**src/hw/rtl/btk_pkg.sv**
```systemverilog
// Package for the bounded top-k table: field widths, opcodes, payload and command types.
`default_nettype none

package btk_pkg;

    localparam int MAX_ENTRIES = 16;
    localparam int SCORE_BITS  = 16;
    localparam int TAG_BITS    = 16;
    localparam int OPCODE_BITS = 2;
    localparam int RIDX_BITS   = 4;
    localparam int CAP_BITS    = 5;
    localparam int COUNT_BITS  = 5;
    localparam int POS_BITS    = 4;

    localparam logic [CAP_BITS-1:0] CAP_RESET = 5'd16;

    localparam logic [OPCODE_BITS-1:0] OP_ADD   = 2'd0;
    localparam logic [OPCODE_BITS-1:0] OP_READ  = 2'd1;
    localparam logic [OPCODE_BITS-1:0] OP_CLEAR = 2'd2;

    typedef struct packed {
        logic [OPCODE_BITS-1:0] opcode;
        logic [SCORE_BITS-1:0]  score;
        logic [TAG_BITS-1:0]    payload_tag;
        logic [RIDX_BITS-1:0]   read_index;
    } in_t;

    typedef struct packed {
        logic [COUNT_BITS-1:0] entry_count;
        logic                  inserted;
        logic [POS_BITS-1:0]   insert_position;
        logic                  read_valid;
        logic [SCORE_BITS-1:0] read_score;
        logic [TAG_BITS-1:0]   read_tag;
    } out_t;

    typedef struct packed {
        logic load_in;
        logic exec;
    } cmd_t;

endpackage

`default_nettype wire

```
**src/hw/rtl/btk_ctrl.sv**
```systemverilog
// Controller state machine: accepts a transaction, then runs it once the result register is free.
`default_nettype none

module btk_ctrl
    import btk_pkg::*;
(
    input  wire logic aclk,
    input  wire logic aresetn,
    input  wire logic s_valid,
    output logic      s_ready,
    output logic      m_valid,
    input  wire logic m_ready,
    output cmd_t      cmd
);

    typedef enum logic [1:0] {
        ST_IDLE = 2'b01,
        ST_EXEC = 2'b10
    } state_t;

    state_t state_reg, state_next;
    logic   m_valid_reg, m_valid_next;

    assign s_ready     = (state_reg == ST_IDLE);
    assign m_valid     = m_valid_reg;
    assign cmd.load_in = s_valid && (state_reg == ST_IDLE);
    assign cmd.exec    = (state_reg == ST_EXEC) && (!m_valid_reg || m_ready);

    always_comb begin
        state_next = state_reg;
        case (state_reg)
            ST_IDLE: begin
                if (cmd.load_in) begin
                    state_next = ST_EXEC;
                end
            end
            ST_EXEC: begin
                if (cmd.exec) begin
                    state_next = ST_IDLE;
                end
            end
            default: begin
                state_next = ST_IDLE;
            end
        endcase
    end

    // Set on a finished item, drop once the receiver takes it.
    always_comb begin
        m_valid_next = m_valid_reg;
        if (cmd.exec) begin
            m_valid_next = 1'b1;
        end else if (m_ready) begin
            m_valid_next = 1'b0;
        end
    end

    always_ff @(posedge aclk) begin
        if (!aresetn) begin
            state_reg   <= ST_IDLE;
            m_valid_reg <= 1'b0;
        end else begin
            state_reg   <= state_next;
            m_valid_reg <= m_valid_next;
        end
    end

`ifndef SYNTHESIS
    a_load_goes_exec: assert property (@(posedge aclk) disable iff (!aresetn)
        cmd.load_in |=> (state_reg == ST_EXEC))
        else $error("accepted transaction did not move to execute");

    a_exec_gives_result: assert property (@(posedge aclk) disable iff (!aresetn)
        cmd.exec |=> (m_valid_reg && (state_reg == ST_IDLE)))
        else $error("executed item did not present a result");

    a_blocked_exec_waits: assert property (@(posedge aclk) disable iff (!aresetn)
        ((state_reg == ST_EXEC) && m_valid_reg && !m_ready)
        |=> ((state_reg == ST_EXEC) && m_valid_reg))
        else $error("item executed over an untaken result");
`endif

endmodule

`default_nettype wire

```
**src/hw/rtl/btk_datapath.sv**
```systemverilog
// Datapath: sorted entry cells, fill count, capacity register, input and result registers.
`default_nettype none

module btk_datapath
    import btk_pkg::*;
(
    input  wire logic                aclk,
    input  wire logic                aresetn,
    input  wire cmd_t                cmd,
    input  wire in_t                 s_data,
    output out_t                     m_data,
    input  wire logic                cfg_we,
    input  wire logic [CAP_BITS-1:0] cfg_wdata
);

    localparam int CNT_W  = $clog2(MAX_ENTRIES + 1);
    localparam int IDX_W  = $clog2(MAX_ENTRIES);
    localparam int CMPW   = (CNT_W > RIDX_BITS) ? CNT_W : RIDX_BITS;

    logic [SCORE_BITS-1:0] score_reg [MAX_ENTRIES];
    logic [TAG_BITS-1:0]   tag_reg   [MAX_ENTRIES];
    logic [SCORE_BITS-1:0] prev_score [MAX_ENTRIES];
    logic [TAG_BITS-1:0]   prev_tag   [MAX_ENTRIES];

    logic [CNT_W-1:0]    fill_reg;
    logic [CNT_W-1:0]    fill_after;
    logic [CNT_W-1:0]    fill_inc;
    logic [CNT_W-1:0]    cap_eff;
    logic [CNT_W-1:0]    pos;
    logic [CAP_BITS-1:0] cap_reg;
    in_t                 in_reg;
    out_t                out_reg;
    out_t                out_next;

    logic [MAX_ENTRIES-1:0] ahead;
    logic [MAX_ENTRIES-1:0] at;
    logic                   do_ins;
    logic                   rd_ok;
    logic [IDX_W-1:0]       rd_idx;

    assign cap_eff = (cap_reg > MAX_ENTRIES) ? CNT_W'(MAX_ENTRIES) : CNT_W'(cap_reg);

    // Entries ahead of the new one; sorted order makes this a thermometer code.
    always_comb begin
        for (int i = 0; i < MAX_ENTRIES; i++) begin
            ahead[i] = (CNT_W'(i) < fill_reg) && !(in_reg.score > score_reg[i]);
        end
        at = ~ahead & {ahead[MAX_ENTRIES-2:0], 1'b1};
    end

    always_comb begin
        pos = CNT_W'(MAX_ENTRIES);
        for (int i = 0; i < MAX_ENTRIES; i++) begin
            if (at[i]) begin
                pos = CNT_W'(i);
            end
        end
    end

    always_comb begin
        prev_score[0] = in_reg.score;
        prev_tag[0]   = in_reg.payload_tag;
        for (int i = 1; i < MAX_ENTRIES; i++) begin
            prev_score[i] = score_reg[i-1];
            prev_tag[i]   = tag_reg[i-1];
        end
    end

    assign do_ins   = (in_reg.opcode == OP_ADD) && (pos < cap_eff);
    assign fill_inc = (fill_reg < cap_eff) ? fill_reg + CNT_W'(1) : fill_reg;
    assign rd_ok    = (in_reg.opcode == OP_READ) && (CMPW'(in_reg.read_index) < CMPW'(fill_reg));
    assign rd_idx   = IDX_W'(in_reg.read_index);

    always_comb begin
        fill_after = fill_reg;
        case (in_reg.opcode)
            OP_ADD: begin
                if (do_ins) begin
                    fill_after = fill_inc;
                end
            end
            OP_CLEAR: begin
                fill_after = '0;
            end
            default: begin
                fill_after = fill_reg;
            end
        endcase
    end

    always_comb begin
        out_next                 = '0;
        out_next.entry_count     = COUNT_BITS'(fill_after);
        out_next.inserted        = do_ins;
        out_next.insert_position = do_ins ? POS_BITS'(pos) : '0;
        out_next.read_valid      = rd_ok;
        if (rd_ok) begin
            out_next.read_score = score_reg[rd_idx];
            out_next.read_tag   = tag_reg[rd_idx];
        end
    end

    assign m_data = out_reg;

    always_ff @(posedge aclk) begin
        if (!aresetn) begin
            fill_reg <= '0;
            cap_reg  <= CAP_RESET;
        end else if (cfg_we) begin
            cap_reg  <= cfg_wdata;
            fill_reg <= '0;
        end else if (cmd.exec) begin
            fill_reg <= fill_after;
        end
    end

    always_ff @(posedge aclk) begin
        if (cmd.load_in) begin
            in_reg <= s_data;
        end
        if (cmd.exec) begin
            out_reg <= out_next;
        end
    end

    // Each cell below the insertion point takes its upper neighbour; the one at it takes the new entry.
    always_ff @(posedge aclk) begin
        if (cmd.exec && do_ins) begin
            for (int i = 0; i < MAX_ENTRIES; i++) begin
                if (!ahead[i]) begin
                    score_reg[i] <= at[i] ? in_reg.score : prev_score[i];
                    tag_reg[i]   <= at[i] ? in_reg.payload_tag : prev_tag[i];
                end
            end
        end
    end

endmodule

`default_nettype wire

```
**src/hw/rtl/bounded_top_k_sorted_insert_top.sv**
```systemverilog
// Top level of the bounded top-k table: controller and datapath joined by commands.
//
// Keeps up to capacity entries (score, tag) sorted highest score first.
// Input channel s_valid/s_ready/s_data carries one transaction per item:
//   add (insert before the first strictly lower score, ties keep arrival order,
//   last entry drops out when full), read at an index, or clear.
// Result channel m_valid/m_ready/m_data returns exactly one transaction per item.
// Configuration: cfg_we with cfg_wdata writes capacity and empties the table;
//   write it only while the block is idle.
// Flow: an item is accepted in the idle state and executed in the execute state,
//   in which every entry cell compares and shifts in parallel; the result register
//   and its valid flag are loaded when execution completes. A new item is accepted
//   only after the current one has executed.
// The next transaction is accepted while a result still waits; its execution
//   then holds until the result register is free, so a stalled receiver stalls
//   the input after one item.
// Reset (aresetn low, synchronous): table empty, capacity 16, no result pending.
`default_nettype none

module bounded_top_k_sorted_insert_top
    import btk_pkg::*;
(
    input  wire logic                aclk,
    input  wire logic                aresetn,
    input  wire logic                s_valid,
    output logic                     s_ready,
    input  wire in_t                 s_data,
    output logic                     m_valid,
    input  wire logic                m_ready,
    output out_t                     m_data,
    input  wire logic                cfg_we,
    input  wire logic [CAP_BITS-1:0] cfg_wdata
);

    cmd_t cmd;

    // Sequence accept and execute; own the result valid flag.
    btk_ctrl u_ctrl (
        .aclk    (aclk),
        .aresetn (aresetn),
        .s_valid (s_valid),
        .s_ready (s_ready),
        .m_valid (m_valid),
        .m_ready (m_ready),
        .cmd     (cmd)
    );

    // Hold the sorted entries and compute each result.
    btk_datapath u_datapath (
        .aclk      (aclk),
        .aresetn   (aresetn),
        .cmd       (cmd),
        .s_data    (s_data),
        .m_data    (m_data),
        .cfg_we    (cfg_we),
        .cfg_wdata (cfg_wdata)
    );

endmodule

`default_nettype wire

```
**config.mk**
```make
export PLATFORM = sky130hd
export DESIGN_NAME = bounded_top_k_sorted_insert_top
export DESIGN_NICKNAME = d
export VERILOG_FILES = /design/src/hw/rtl/btk_pkg.sv /design/src/hw/rtl/btk_ctrl.sv /design/src/hw/rtl/btk_datapath.sv /design/src/hw/rtl/bounded_top_k_sorted_insert_top.sv
export SDC_FILE = /design/constraint.sdc
export NUM_CORES = 1
export LEC_CHECK = 0
export BUFFER_PORTS_ARGS = -buffer_cell sky130_fd_sc_hd__buf_2
export CAP_MARGIN = 20
export CORE_ASPECT_RATIO = 0.7
export CORE_UTILIZATION = 65
export CTS_CLUSTER_DIAMETER = 150
export CTS_CLUSTER_SIZE = 28
export DETAILED_ROUTE_END_ITERATION = 6
export PLACE_DENSITY = 0.83
export SLEW_MARGIN = 5
export SYNTH_ARGS = -nofsm -noshare
export SYNTH_HDL_FRONTEND = slang
export SYNTH_SLANG_ARGS = --single-unit
export TNS_END_PERCENT = 100
```
**constraint.sdc**
```tcl
create_clock -name aclk -period 18.5 [get_ports aclk]
set_input_delay 3.7 -clock aclk [delete_from_list [all_inputs] [get_ports aclk]]
set_output_delay 3.7 -clock aclk [all_outputs]
set_load 0.01 [all_outputs]
```
==> results.md <==
* Max-slew headroom at 0.128
* Worst clock skew at 0.0427 ns
* R2R setup slack at ~11 ns
* Drt drc at 0
* Syn_area_per_cell at 12.4 um^2
* DR vias/cell at between 6 and 7
* Post-CTS Resized at 0
* Hold EP: u_datapath.cap_reg[2]$_SDFFE_PN0P_
* Arrival @ worst endpoint at 7.71 ns
* Buffer count from post-CTS setup fixing at 0
* Ys async rst share at 0
* Post-DR wirelength/cell at 29.5 um
* Number of synthesized flops with an enable pin at 593
* CTS root buf: clkbuf_16
* Footprint of the multi-input gates at 15,800 um^2
* Post-DP HPWL at approximately 75,000 um
* Worst Path Max Fanout at 32
* Cell accounting for the most synthesized area: edfxtp_1
* I/O Pins at 93
* Vias in the first global route at 23,600
* Clock power share at 0.284
* Initial Util at 0.658
* Post-synth top area share at 0.504
* Max Root-Sink Buffers at 3
* Sw Share at 0.243
* Dominant synthesized flop cell: edfxtp_1
* Most frequent cell after synthesis: edfxtp_1
* Power share of the combinational group at 0.095
* Die Span Y at between 150 and 200 um
* Tcrit/Tclk final at 0.400
* Clock Pin Slew Worst Setup and Hold Paths at approximately 0.12 ns
* R2r worst-path depth at 20
* Cts-stage hold buffer count at 0
* Pwr dens at 65.4 nW/um^2
* Sequential Power Share at 0.621
* Type of origin of the critical path: flop
* Internal power at 1.86 mW
* Worst-skew pair later-pin latency at approximately 0.64 ns
* Hold Path Depth at 2
* Slew @ Worst Pin at 1.31 ns
* Worst Min Path Start: u_datapath.cap_reg[2]$_SDFFE_PN0P_
* Gr ovfl total at 0
* YS warnings at 0
* Maximum vdd drop at about 0.000069 V
* RSZ-0062 raised after global routing: no
* # nets final at 3,166
* Die area at 55,300 um^2
* Leak pwr at between 10 and 15 nW
* P_sw at 596 uW
* Max Freq at between 100 and 150 MHz
* Synth unique cells at 78
* H-tree Lvls at 1
* Final WL at about 110,000 um
* Register area share after synthesis at 0.512
* Row cnt at 71
* Setup TNS at 0 ns
* Synth area leaders: edfxtp_1 (50%), mux4_2 (10%), ha_1 (9.5%)
* Post-layout instance area at 37,500 um^2
* Initial DRC count at between 3,000 and 4,000
* Netlist Area Pre-Place at 35,300 um^2
* Area growth syn-to-layout at 6.26%
* TritonRoute pass-1 iters at 5
* Worst Setup End Kind: flop
* Count of input and output buffers at 92
* HP Class: reg2reg
* R2r startpoint: u_datapath.in_reg[35]$_DFFE_PP_
* Final hold viol count at 0
* Mapped Nets at about 3,200
* Synth cell count leaders: edfxtp_1 (593), nand2_1 (422), ha_1 (268)
* Cells after Synth at around 2,800
* Fill cells at 3,760
* Final Max Tran Viols at 0
* Final setup viols at 0
* Sequential cell area at 18,100 um^2
* Initial antenna violation count at 9
* Final Hold Slack at 0.552 ns
* Via Count at between 20,000 and 25,000
* Yosys reg bits at 606
* Crit Path Class: reg2reg
* TritonCTS clock tree: done
* Die width at 281 um
* RD Place Congestion at 1.01
* Layout cell share with drive strength beyond 1 at 0.218
* Total clock sinks at 606
* Status: finished, final reports clean
* Antenna-violating nets left at 0
* R2r endpoint: u_datapath.tag_reg[8][5]$_DFFE_PP_
* Core Box Area at between 50,000 and 60,000 um^2
* CTS Buf Count at 25
* Gr usage total at 0.389
* Tmin final at 7.40 ns
* Critical Path RT at 18.81 ns
* First-pass GRT wire length at 156,000 um
* Maxcap violations at 0
* Post-DP Area at 36,600 um^2
* Largest net degree at the start of global routing at 130
* Post-Route Utilization at 0.699
-- routing by layer --
metal	share of wire	track usage	up-vias
met1	0.39	0.580	12300
li1	-	-	10600
met5	0.0016	0.0159	-
met2	0.40	0.516	1884
met4	0.020	0.0696	8
met3	0.19	0.187	180
-- power groups by stage --
stage / clock (mW) / combinational, mW / sequential (mW)
after floorplan: 0 / 0.140 / 1.55
after global placement: 0 / 0.216 / 1.55
after detailed placement: 0 / 0.224 / 1.55
after CTS: 0.697 / 0.225 / 1.52
after global routing: 0.732 / 0.248 / 1.52
final: 0.697 / 0.233 / 1.52
-- cell families after synthesis --
family	Yosys count	synth area share
AO/OA/AOI/OAI	431	0.0747
flip-flops	606	0.512
buffers and inverters	422	0.0456
adder cells (fa/ha/maj)	268	0.0950
multiplexers	406	0.180
XOR/XNOR	1	0.000248
AND/OR/NAND/NOR	703	0.0922
-- stage by stage --
| stage | total power [mW] | setup slack, ns | cells |
|---|---|---|---|
| 2_1_floorplan | 1.69 | 11.42 | 2837 |
| 3_3_place_gp | 1.77 | 11.51 | 3542 |
| 3_5_place_dp | 1.78 | 11.30 | 3544 |
| 4_1_cts | 2.44 | 11.27 | 3589 |
| 5_1_grt | 2.50 | 10.67 | 3598 |
| 6_report | 2.45 | 11.10 | 3602 |
-- worst max path at each step --
stage,cells after the start,end,start
after global routing,22,u_datapath.tag_reg[8][5]$_DFFE_PP_,u_datapath.in_reg[25]$_DFFE_PP_
after global placement,22,u_datapath.tag_reg[8][4]$_DFFE_PP_,u_datapath.in_reg[27]$_DFFE_PP_
after CTS,22,u_datapath.tag_reg[8][5]$_DFFE_PP_,u_datapath.in_reg[25]$_DFFE_PP_
final,20,u_datapath.tag_reg[8][5]$_DFFE_PP_,u_datapath.in_reg[35]$_DFFE_PP_
after detailed placement,20,u_datapath.tag_reg[8][5]$_DFFE_PP_,u_datapath.in_reg[31]$_DFFE_PP_
after floorplan,6,u_datapath.score_reg[8][0]$_DFFE_PP_,m_ready
-- worst max-delay path: stages, from the launching register on --
cell,delay [ns]
edfxtp_1,0.35
buf_4,0.37
ha_1,0.36
nand4_1,0.17
nor3_1,0.10
a21boi_0,0.15
o41ai_1,0.88
nand2_1,0.84
and2_0,0.44
o21ai_0,0.31
a21oi_1,0.12
o31ai_1,0.27
ha_1,0.29
nand4_1,0.10
or2_1,0.14
o211ai_2,0.13
nand4b_4,0.22
or2_1,0.23
buf_4,0.28
nor3_2,0.83
buf_4,0.44
-- cells in the final DEF, fill, tap and decap left out, drive strengths merged, types with 20 or more instances in the layout --
master  synthesis  final
clkbuf        134     44
inv           265    266
a21o           36     36
nand2         423    423
nor2b          58     58
nor3           20     20
mux2          241    241
mux4          160    160
o21ai         203    203
edfxtp        593    593
ha            268    268
buf            23    143
nand3          24     24
nand4          51     51
nor2           50     50
a21oi          89     89
-- layout make-up --
type	instances	share of cell area
Clock buffer	44	0.0186
Timing Repair Buffer	143	0.0272
Clock inverter	1	0.000300
Multi-Input combinational cell	1809	0.421
Inverter	265	0.0265
Tap cell	730	0.0243
Sequential cell	606	0.482
Antenna cell	4	0.000267
(Power assumes the default switching activity.)
